## config.mk

```make
export PLATFORM = sky130hd
export DESIGN_NAME = rational_arithmetic_unit_core
export DESIGN_NICKNAME = d
export VERILOG_FILES = /design/src/hdl/rau_pkg.sv /design/src/hdl/rau_divider.sv /design/src/hdl/rational_arithmetic_unit_core.sv
export SDC_FILE = /design/constraint.sdc
export NUM_CORES = 2
export LEC_CHECK = 0
export ABC_CLOCK_PERIOD_IN_PS = 17200
export BUFFER_PORTS_ARGS = -buffer_cell sky130_fd_sc_hd__buf_4
export CORE_MARGIN = 2
export CORE_UTILIZATION = 41
export CTS_CLUSTER_SIZE = 40
export DETAILED_ROUTE_END_ITERATION = 8
export PLACE_DENSITY = 0.6
export SETUP_SLACK_MARGIN = 0.15
export SYNTH_ARGS = -nofsm -noshare
export SYNTH_HDL_FRONTEND = slang
export SYNTH_SLANG_ARGS = --single-unit
```

## constraint.sdc

```tcl
create_clock -name clock -period 17.2 [get_ports clock]
set_clock_uncertainty 0.1 [all_clocks]
set_input_delay 5.16 -clock clock [delete_from_list [all_inputs] [get_ports clock]]
set_output_delay 5.16 -clock clock [all_outputs]
set_load 0.01 [all_outputs]
```

## src/hdl/rau_pkg.sv

```systemverilog
// package: transaction types, function codes and sequencer states for the rational unit
`default_nettype none
package rau_pkg;

   localparam int OPERAND_WIDTH_DEF = 32;
   localparam int PROD_W            = 64;

   typedef enum logic [2:0] {
      FN_ADD = 3'd0,
      FN_SUB = 3'd1,
      FN_MUL = 3'd2,
      FN_DIV = 3'd3,
      FN_CMP = 3'd4,
      FN_NEG = 3'd5,
      FN_RED = 3'd6,
      FN_NOP = 3'd7
   } func_type;

   typedef enum logic [1:0] {
      REL_EQ = 2'd0,
      REL_GT = 2'd1,
      REL_LT = 2'd2
   } relation_type;

   typedef struct packed {
      logic [2:0]         func;
      logic signed [31:0] a_num;
      logic signed [31:0] a_den;
      logic signed [31:0] b_num;
      logic signed [31:0] b_den;
   } req_type;

   typedef struct packed {
      logic signed [63:0] result_num;
      logic [62:0]        result_den;
      logic [1:0]         relation;
      logic               fault;
   } rsp_type;

   typedef enum logic [3:0] {
      ST_IDLE,
      ST_MUL1,
      ST_MUL2,
      ST_MUL3,
      ST_SUM,
      ST_GCD_START,
      ST_GCD_DIV,
      ST_GCD_STEP,
      ST_RED_N,
      ST_RED_D,
      ST_DIV_WAIT,
      ST_FINISH,
      ST_OUT
   } state_type;

   // handshake between sequencer and the shared divider
   typedef struct packed {
      logic start;
   } div_ctl_type;

   typedef struct packed {
      logic busy;
      logic done;
   } div_sts_type;

endpackage
`default_nettype wire

```

## src/hdl/rau_divider.sv

```systemverilog
// radix-2 restoring divider, one quotient bit per cycle, shared by gcd and reduction
`default_nettype none
module rau_divider
   import rau_pkg::*;
(
   input  wire logic              clock,
   input  wire logic              reset,
   input  wire div_ctl_type       ctl,
   input  wire logic [PROD_W-1:0] dividend,
   input  wire logic [PROD_W-1:0] divisor,
   output div_sts_type            sts,
   output logic [PROD_W-1:0]      quotient,
   output logic [PROD_W-1:0]      remainder
);

   localparam int CNT_W = $clog2(PROD_W + 1);

   logic [PROD_W-1:0] q_ff, q_in;
   logic [PROD_W-1:0] r_ff, r_in;
   logic [PROD_W-1:0] d_ff, d_in;
   logic [CNT_W-1:0]  cnt_ff, cnt_in;
   logic              busy_ff, busy_in;
   logic              done_ff, done_in;
   logic [PROD_W:0]   trial;
   logic [PROD_W:0]   shifted;

   always_comb begin
      q_in    = q_ff;
      r_in    = r_ff;
      d_in    = d_ff;
      cnt_in  = cnt_ff;
      busy_in = busy_ff;
      done_in = 1'b0;
      shifted = {r_ff, q_ff[PROD_W-1]};
      trial   = shifted - {1'b0, d_ff};
      if (ctl.start) begin
         q_in    = dividend;
         r_in    = '0;
         d_in    = divisor;
         cnt_in  = CNT_W'(PROD_W);
         busy_in = 1'b1;
      end else if (busy_ff) begin
         if (!trial[PROD_W]) begin
            r_in = trial[PROD_W-1:0];
            q_in = {q_ff[PROD_W-2:0], 1'b1};
         end else begin
            r_in = shifted[PROD_W-1:0];
            q_in = {q_ff[PROD_W-2:0], 1'b0};
         end
         cnt_in = cnt_ff - 1'b1;
         if (cnt_ff == CNT_W'(1)) begin
            busy_in = 1'b0;
            done_in = 1'b1;
         end
      end
   end

   always_ff @(posedge clock) begin
      if (reset) begin
         busy_ff <= 1'b0;
         done_ff <= 1'b0;
         cnt_ff  <= '0;
      end else begin
         busy_ff <= busy_in;
         done_ff <= done_in;
         cnt_ff  <= cnt_in;
      end
      q_ff <= q_in;
      r_ff <= r_in;
      d_ff <= d_in;
   end

   assign sts.busy  = busy_ff;
   assign sts.done  = done_ff;
   assign quotient  = q_ff;
   assign remainder = r_ff;

endmodule
`default_nettype wire

```

## src/hdl/rational_arithmetic_unit_core.sv

```systemverilog
// top level: sequencer, shared multiplier and gcd reduction of signed fractions
// One transaction at a time. Operands are taken as sign and magnitude, up to three
// 32x32 products are formed one per cycle on a single multiplier, then the Euclidean
// gcd runs on the shared 64-step restoring divider, followed by two exact divisions of
// numerator and denominator by the gcd. Negate, faults and the unused code skip the
// gcd. The divider sets the rate.
// req_stall is high from acceptance until the result has been taken.
`default_nettype none
module rational_arithmetic_unit_core
   import rau_pkg::*;
#(
   parameter int OPERAND_WIDTH = OPERAND_WIDTH_DEF
) (
   input  wire logic    clock,
   input  wire logic    reset,
   input  wire logic    req_valid,
   output logic         req_stall,
   input  wire req_type req_data,
   output logic         rsp_valid,
   input  wire logic    rsp_stall,
   output rsp_type      rsp_data
);

   localparam int MAG_W = OPERAND_WIDTH;

   state_type          state_ff, state_in;
   func_type           fn_ff, fn_in;
   logic [MAG_W-1:0]   an_ff, ad_ff, bn_ff, bd_ff;
   logic [MAG_W-1:0]   an_in, ad_in, bn_in, bd_in;
   logic               ans_ff, ads_ff, bns_ff, bds_ff;
   logic               ans_in, ads_in, bns_in, bds_in;
   logic [PROD_W-1:0]  p1_ff, p1_in, p2_ff, p2_in;
   logic               p1s_ff, p1s_in, p2s_ff, p2s_in;
   logic [PROD_W-1:0]  nm_ff, nm_in, dm_ff, dm_in;
   logic               ns_ff, ns_in;
   logic               red_ff, red_in;
   logic [PROD_W-1:0]  gx_ff, gx_in, gy_ff, gy_in;
   rsp_type            rsp_ff, rsp_in;
   logic               rv_ff, rv_in;

   logic [MAG_W-1:0]   mul_x, mul_y;
   logic [PROD_W-1:0]  mul_p;
   div_ctl_type        dctl;
   div_sts_type        dsts;
   logic [PROD_W-1:0]  div_n, div_d, div_q, div_r;
   logic [PROD_W-1:0]  n_out;

   function automatic logic [MAG_W:0] to_sm(input logic [31:0] raw);
      logic [MAG_W-1:0] v;
      v = raw[MAG_W-1:0];
      if (v[MAG_W-1]) return {1'b1, (~v) + 1'b1};
      return {1'b0, v};
   endfunction

   // single shared multiplier, magnitudes only
   assign mul_p = PROD_W'(mul_x) * PROD_W'(mul_y);

   rau_divider u_div (
      .clock     (clock),
      .reset     (reset),
      .ctl       (dctl),
      .dividend  (div_n),
      .divisor   (div_d),
      .sts       (dsts),
      .quotient  (div_q),
      .remainder (div_r)
   );

   assign n_out = ns_ff ? (PROD_W'(0) - nm_ff) : nm_ff;

   always_comb begin
      state_in = state_ff;
      fn_in  = fn_ff;
      an_in = an_ff; ad_in = ad_ff; bn_in = bn_ff; bd_in = bd_ff;
      ans_in = ans_ff; ads_in = ads_ff; bns_in = bns_ff; bds_in = bds_ff;
      p1_in = p1_ff; p1s_in = p1s_ff; p2_in = p2_ff; p2s_in = p2s_ff;
      nm_in = nm_ff; dm_in = dm_ff; ns_in = ns_ff; red_in = red_ff;
      gx_in = gx_ff; gy_in = gy_ff;
      rsp_in = rsp_ff;
      rv_in  = rv_ff;
      mul_x = an_ff; mul_y = bd_ff;
      dctl.start = 1'b0;
      div_n = gx_ff; div_d = gy_ff;
      req_stall = (state_ff != ST_IDLE);

      unique case (state_ff)
         ST_IDLE: begin
            if (req_valid) begin
               fn_in = func_type'(req_data.func);
               {ans_in, an_in} = to_sm(req_data.a_num);
               {ads_in, ad_in} = to_sm(req_data.a_den);
               {bns_in, bn_in} = to_sm(req_data.b_num);
               {bds_in, bd_in} = to_sm(req_data.b_den);
               state_in = ST_MUL1;
            end
         end
         ST_MUL1: begin
            // a_num * b_num for multiply, a_num * b_den otherwise
            mul_x = an_ff;
            mul_y = (fn_ff == FN_MUL) ? bn_ff : bd_ff;
            p1_in  = mul_p;
            p1s_in = (ans_ff != ((fn_ff == FN_MUL) ? bns_ff : bds_ff));
            state_in = ST_MUL2;
         end
         ST_MUL2: begin
            // second term: a_den * b_num
            mul_x = ad_ff;
            mul_y = bn_ff;
            p2_in  = mul_p;
            p2s_in = (ads_ff != bns_ff) ^ ((fn_ff == FN_SUB) || (fn_ff == FN_CMP));
            state_in = ST_MUL3;
         end
         ST_MUL3: begin
            // denominator product a_den * b_den
            mul_x = ad_ff;
            mul_y = bd_ff;
            red_in = 1'b1;
            unique case (fn_ff)
               FN_ADD, FN_SUB, FN_CMP: begin
                  dm_in = mul_p;
                  ns_in = ads_ff != bds_ff;
                  state_in = ST_SUM;
               end
               FN_MUL: begin
                  nm_in = p1_ff;
                  dm_in = mul_p;
                  ns_in = p1s_ff != (ads_ff != bds_ff);
                  state_in = ST_GCD_START;
               end
               FN_DIV: begin
                  nm_in = p1_ff;
                  dm_in = p2_ff;
                  ns_in = (ans_ff != bds_ff) != (ads_ff != bns_ff);
                  state_in = ST_GCD_START;
               end
               FN_NEG, FN_RED: begin
                  nm_in = PROD_W'(an_ff);
                  dm_in = PROD_W'(ad_ff);
                  ns_in = (ans_ff ^ (fn_ff == FN_NEG)) != ads_ff;
                  red_in = (fn_ff == FN_RED);
                  state_in = ST_GCD_START;
               end
               default: begin
                  rsp_in = '0;
                  rsp_in.result_den = 63'd1;
                  rv_in = 1'b1;
                  state_in = ST_OUT;
               end
            endcase
            if (fn_ff == FN_DIV && bn_ff == '0) begin
               rsp_in = '0;
               rsp_in.fault = 1'b1;
               rv_in = 1'b1;
               state_in = ST_OUT;
            end
         end
         ST_SUM: begin
            // signed sum of the two cross terms, sign of den folded in ns
            if (p1s_ff == p2s_ff) begin
               nm_in = p1_ff + p2_ff;
               ns_in = ns_ff != p1s_ff;
            end else if (p1_ff >= p2_ff) begin
               nm_in = p1_ff - p2_ff;
               ns_in = ns_ff != p1s_ff;
            end else begin
               nm_in = p2_ff - p1_ff;
               ns_in = ns_ff != p2s_ff;
            end
            state_in = ST_GCD_START;
         end
         ST_GCD_START: begin
            if (dm_ff == '0) begin
               rsp_in = '0;
               rsp_in.fault = 1'b1;
               rv_in = 1'b1;
               state_in = ST_OUT;
            end else begin
               gx_in = nm_ff;
               gy_in = dm_ff;
               state_in = red_ff ? ST_GCD_STEP : ST_FINISH;
            end
         end
         ST_GCD_STEP: begin
            if (gy_ff == '0) begin
               // gx holds the gcd, nonzero as dm is nonzero
               div_n = nm_ff;
               div_d = gx_ff;
               dctl.start = 1'b1;
               state_in = ST_RED_N;
            end else begin
               dctl.start = 1'b1;
               state_in = ST_GCD_DIV;
            end
         end
         ST_GCD_DIV: begin
            if (dsts.done) begin
               gx_in = gy_ff;
               gy_in = div_r;
               state_in = ST_GCD_STEP;
            end
         end
         ST_RED_N: begin
            if (dsts.done) begin
               nm_in = div_q;
               div_n = dm_ff;
               div_d = gx_ff;
               dctl.start = 1'b1;
               state_in = ST_RED_D;
            end
         end
         ST_RED_D: begin
            if (dsts.done) begin
               dm_in = div_q;
               state_in = ST_FINISH;
            end
         end
         ST_DIV_WAIT: begin
            state_in = ST_FINISH;
         end
         ST_FINISH: begin
            rsp_in = '0;
            rsp_in.result_num = (nm_ff == '0) ? '0 : n_out;
            rsp_in.result_den = dm_ff[62:0];
            if (fn_ff == FN_CMP && nm_ff != '0)
               rsp_in.relation = ns_ff ? REL_LT : REL_GT;
            rv_in = 1'b1;
            state_in = ST_OUT;
         end
         ST_OUT: begin
            if (!rsp_stall) begin
               rv_in = 1'b0;
               state_in = ST_IDLE;
            end
         end
         default: state_in = ST_IDLE;
      endcase
   end

   always_ff @(posedge clock) begin
      if (reset) begin
         state_ff <= ST_IDLE;
         rv_ff    <= 1'b0;
      end else begin
         state_ff <= state_in;
         rv_ff    <= rv_in;
      end
      fn_ff <= fn_in;
      an_ff <= an_in; ad_ff <= ad_in; bn_ff <= bn_in; bd_ff <= bd_in;
      ans_ff <= ans_in; ads_ff <= ads_in; bns_ff <= bns_in; bds_ff <= bds_in;
      p1_ff <= p1_in; p1s_ff <= p1s_in; p2_ff <= p2_in; p2s_ff <= p2s_in;
      nm_ff <= nm_in; dm_ff <= dm_in; ns_ff <= ns_in; red_ff <= red_in;
      gx_ff <= gx_in; gy_ff <= gy_in;
      rsp_ff <= rsp_in;
   end

   assign rsp_valid = rv_ff;
   assign rsp_data  = rsp_ff;

endmodule
`default_nettype wire

```

# [Word level (Yosys, flattened, before mapping)]
# Index checks and enable logic that the tools add are counted.
[classes] n_addsub=10 n_mul=1 magnitude_cmp=1 n_eq_ne=40 muxes=83 bitwise_logic=7 reduce_logical=35
[op_table] op="$mux 64" count=16
[op_table] op="$pmux 64 s2" count=6
[op_table] op="$mux 130" count=3
[op_table] op="$pmux 130 s3" count=1
[op_table] op="$pmux 64 s3" count=2
[op_table] op="$logic_not 64->1" count=3
[op_table] op="$mux 32" count=6
[op_table] op="$mux 33" count=4
[op_table] op="$add 32x1->32 const B" count=4
[op_table] op="$not 32->32" count=4
[op_table] op="$sub 64x64->64" count=2
[op_table] op="$sub 65x64->65" count=1
[op_table] op="$add 64x64->64" count=1
[op_table] op="$ge 64x64->1" count=1
[op_table] op="$mul 32x32->64" count=1
[op_table] op="$pmux 32 s2" count=1
[op_table] op="$reduce_bool 64->1" count=1
[op_table] op="$sub 1x64->64 const A" count=1
[op_table] op="$pmux 4 s13" count=1
[op_table] op="$mux 4" count=9
[op_table] op="$logic_not 32->1" count=1
[op_table] op="$mux 1" count=25
[op_table] op="$eq 4x4->1 const B" count=5
[op_table] op="$eq 4x3->1 const B" count=4
[op_table] op="37 further kinds" count=74
[totals] regBits=859 input_bits=135 wordCells=209

# [Logic depth before layout (Yosys ltp)]
[logic_depth] depth_word=6 depth_mapped=39

# [Hierarchy]
# A second synthesis with hierarchy kept.
[hier_totals] hier_cells=9349 hier_area_um2=87410.1
[modules_own_cells] module="rational_arithmetic_unit_core" n_inst=1 cells_per_inst=8157 area_each_um2=75391.1 seq_area_each_um2=19708.9
[modules_own_cells] module="rau_divider" n_inst=1 cells_per_inst=1192 area_each_um2=12019.0 seq_area_each_um2=5305.1

# [Worst setup path after synthesis]
# Ideal clock, no wire load.
[synth_path] path_type="register to register" start="register state_ff[1]" end="register dm_ff[61] (data pin)" setup_ns=0.262 arrival_time_ns=15.764 setup_slack_ns=1.074 stages_incl_launch_ff=34 n_path_buf=4 synth_period_minus_slack_ns=16.126 cell_sequence="dfxtp_1 > clkbuf_1 > clkinv_1 > nor4_1 > a21oi_1 > clkbuf_1 > mux2i_1 > clkbuf_1 > nor2_1 > fa_1 > inv_1 > fa_1 > fa_1 > fa_1 > inv_1 > fa_1 > fa_1 > fa_1 > inv_1 > fa_1 > inv_1 > ha_1 > clkbuf_1 > nand4_1 > nor2_1 > nand3_1 > o32ai_1 > o21bai_1 > nand2_1 > a41oi_1 > o41ai_1 > xor2_1 > a221oi_1 > nor2_1"
[synth_via] elab_chain_len=6
[synth_lines] element="start, declared" line_no="rational_arithmetic_unit_core.sv:26" text="state_type state_ff, state_in;"
[synth_lines] element="start signal, assigned" line_no="rational_arithmetic_unit_core.sv:244" text="state_ff <= state_in;"
[synth_lines] element="$eq 4x2->1" line_no="rational_arithmetic_unit_core.sv:86" text="unique case (state_ff)"
[synth_lines] element="$reduce_or 2->1 (no source line)"
[synth_lines] element="$mux 32" line_no="rational_arithmetic_unit_core.sv:86"
[synth_lines] element="$mul 32x32->64 *" line_no="rational_arithmetic_unit_core.sv:56" text="assign mul_p = PROD_W'(mul_x) * PROD_W'(mul_y);"
[synth_lines] element="net mul_p[61]" line_no="rational_arithmetic_unit_core.sv:42" text="logic [PROD_W-1:0] mul_p;"
[synth_lines] element="$pmux 64 s3 *" line_no="rational_arithmetic_unit_core.sv:118" text="unique case (fn_ff)"
[synth_lines] element="$pmux 64 s2 *" line_no="rational_arithmetic_unit_core.sv:86"
[synth_lines] element="net dm_in[61]" line_no="rational_arithmetic_unit_core.sv:34" text="logic [PROD_W-1:0] nm_ff, nm_in, dm_ff, dm_in;"
[synth_lines] element="end signal, assigned" line_no="rational_arithmetic_unit_core.sv:251" text="nm_ff <= nm_in; dm_ff <= dm_in; ns_ff <= ns_in; red_ff <= red_in;"
[synth_lines] element="end, declared" line_no="rational_arithmetic_unit_core.sv:34"
# The timed path passes the listed nets; every way through them passes the cells marked *.
# A chain may end at the register's enable or synchronous reset.

# [Worst setup path in the final report]
# Ends and elaborated chain as after synthesis.

==> flow_summary.toml <==
[outcome]
outcome = "finished clean"

[clock_network]
clockRootBuffer = "clkbuf_16"
path_clk_slew_ns = 0.06
post_cts_buffers = 0
htree_levels = 3
clk_latency_ns = 0.79
cts_inserted_buffers = 97
clockBufferDepth = 3
cts_tree = "done"
holdBufCountCts = 0
cts_resized = 0
clock-sinks = 859

[critical_path]
required_ns = 17.56
slowest_delay_ns = 1.07
crit_type = "flop to flop"
cp_common_cell = "fa_1"
cp-startpoint = "state_ff[1]"
rr_startpoint = "state_ff[1]"
critPathLaunchType = "flop"
arrival_ns = 12.47
worst_path_max_delay_cell = "mux2i_4"
worstSetupEndpointType = "flop"
worstPathMaxFanout = 55

[timing]
rsz0062_at_grt = "false"
fin_crit_ns = 12.11
max_slew_margin_pct = 7.11
final.period_utilization_pct = 70.4
finalHoldViolations = 0
tns_ns = 0
setup_viol_count_final = 0
max_freq_ghz = 0.0826
tightest_slew_ns = 1.38
slew_violations = 0

[synth]
synth_edf_count = 781
yosysWarnings = 0
synth.distinct_cells = 85
synth.avg_cell_area_um2 = 9.24
synthArstFlopShare_pct = 0
synthesis.nets = 11000
synth_top_cell_by_area = "edfxtp_1"
ys_ff_latch = 859
yosysTopAreaCellShare_pct = 27.0
synth.area.top_cells = "edfxtp_1, fa_1, ha_1, inv_1, nor2_1"
syn_inst = 9405
yosysSeqAreaShare_pct = 28.8
syn_area_um2 = 86900
synthFlopType = "edfxtp_1"

[floorplan]
initial_core_util_pct = 41.1
die_x_um = 464
rows = 169
die_h_um = 464
die_area_um2 = 216000
ios = 267
core-area_um2 = 211000

[global_routing]
grtUsageTotal_pct = 32.8
grt_overflow = 0
grt_pass1_vias = 73500
grt_max_degree = 102
grt_pass1_wl_mm = 517
antenna_found_initial = 13

[final_layout]
layout_common_cells = "inv_1, nor2_1, nand2_1"
drive_gt1_share_pct = 9.13
area_delta_synth_final_pct = 9.67
nets = 10900
final_common_cell = "inv_1"

[route]
drc = 0
drt_iter0_markers = 8429
vias = 73300
drtAntennaViolNets = 0
wire_per_inst_um = 29.2
via_per_inst = 5.97
dr.pass1.iters = 8
totalWireLength_mm = 359

[placement]
port_buffers = 266
place_congestion = 1.00
dp_hpwl_mm = 282

[min_path]
min_path_type = "flop to flop"
hold_path_startpoint = "rsp_valid"

[flow_run]
cap_violations = 0
==> cell usage after synthesis (11+ instances only) <==
master and n:
a21boi_0 13, a211o_1 11, buf_1 32, xor2_1 114, a31oi_1 139, a311oi_1 14, o31a_1 13, nand2b_1 66
mux2i_1 133, nand2_1 1029, o21a_1 24, dfxtp_1 78, xnor2_1 257, or4_1 23, o211ai_1 32, nor3_1 104
fa_1 900, ha_1 524, a21oi_1 538, o221ai_1 36, nand3_1 88, a211oi_1 45, a221oi_1 47, o21ai_0 462
nand4_1 79, or3_1 48, and3_1 23, o31ai_1 89, or2_2 24, clkbuf_1 467, o41ai_1 26, a41oi_1 12
and2_1 87, o21bai_1 74, edfxtp_1 781, inv_1 1183, nor2_1 1105, nor2b_1 35, a21o_1 102, nor4_1 78
a22oi_1 130, mux2_2 192
==> area by class of cell <==
| class | count | area [um2] |
|---|---|---|
| Timing Repair Buffer | 381 | 2860 |
| Sequential cell | 859 | 25000 |
| Clock buffer | 114 | 2540 |
| Clock inverter | 67 | 843 |
| Tap cell | 2821 | 3530 |
| Fill cell | 20400 | 116000 |
| Antenna cell | 5 | 12.5 |
| Multi-Input combinational cell | 6851 | 56100 |
| Inverter | 1187 | 4460 |
==> flip-flops by register name, indices dropped and copies added, names as in the netlist, 3 cells and up <==
| name | cells |
|---|---|
| rsp_data | 130 |
| u_div.cnt_ff | 7 |
| u_div.quotient | 64 |
| p2_ff | 64 |
| bd_ff | 32 |
| p1_ff | 64 |
| fn_ff | 3 |
| dm_ff | 64 |
| gy_ff | 64 |
| state_ff | 4 |
| bn_ff | 32 |
| gx_ff | 64 |
| nm_ff | 64 |
| u_div.d_ff | 64 |
| an_ff | 32 |
| ad_ff | 32 |
| u_div.remainder | 64 |
==> per-layer routing <==
| metal | routed length (um) | GRT usage [%] | up-vias |
|---|---|---|---|
| met1 | 148000 | 44.5 | 36900 |
| met2 | 154000 | 49.3 | 3864 |
| met3 | 31600 | 5.67 | 760 |
| li1 | - | - | 31700 |
| met5 | 50 | 0 | - |
| met4 | 24900 | 18.9 | 8 |
==> through the flow <==
step	setup WS, ns	utilization, %	hold WS (ns)	instances	area (um2)
2_1_floorplan	1.07	-	0.369	9405	86900
3_3_place_gp	5.47	43.5	0.373	12100	91900
3_5_place_dp	5.36	43.5	0.378	12100	91900
4_1_cts	5.26	45.1	0.389	12300	95300
5_1_grt	4.65	45.1	0.438	12300	95300
6_report	5.09	45.1	0.387	12300	95300
==> path summary, 6_finish.rpt <==
check	to	slack, ns	cells past startpoint
hold reg to reg	rsp_valid	0.39	2
setup reg to reg	dm_ff[61]	5.09	30
hold / removal	rsp_valid	0.39	2
setup / recovery	dm_ff[61]	5.09	30
==> cells by family (layout without fill, tap and decap cells) <==
group	count (synthesis)	after routing	share of synthesized area, %
simple gates	2843	2843	14.3
compound gates	1886	1886	13.6
buf+inv	1695	1749	7.33
fa+ha+maj	1424	1424	28.3
flops	859	859	28.8
xor+xnor	371	371	3.74
mux	327	327	4.04
other cells	0	5	0
==> worst max-delay path, delay by kind of cell, from the launching register on <==
| family | cells | cell delay (ns) |
|---|---|---|
| AND/OR/NAND/NOR | 8 | 1.82 |
| XOR/XNOR | 1 | 0.17 |
| adder cells (fa/ha/maj) | 9 | 4.46 |
| flip-flops | 1 | 0.48 |
| multiplexers | 1 | 1.07 |
| buffers and inverters | 5 | 1.52 |
| AO/OA/AOI/OAI | 6 | 2.00 |
Power is not shown: default switching activity piles up to over one toggle a cycle in this logic, so the estimate is an artifact.
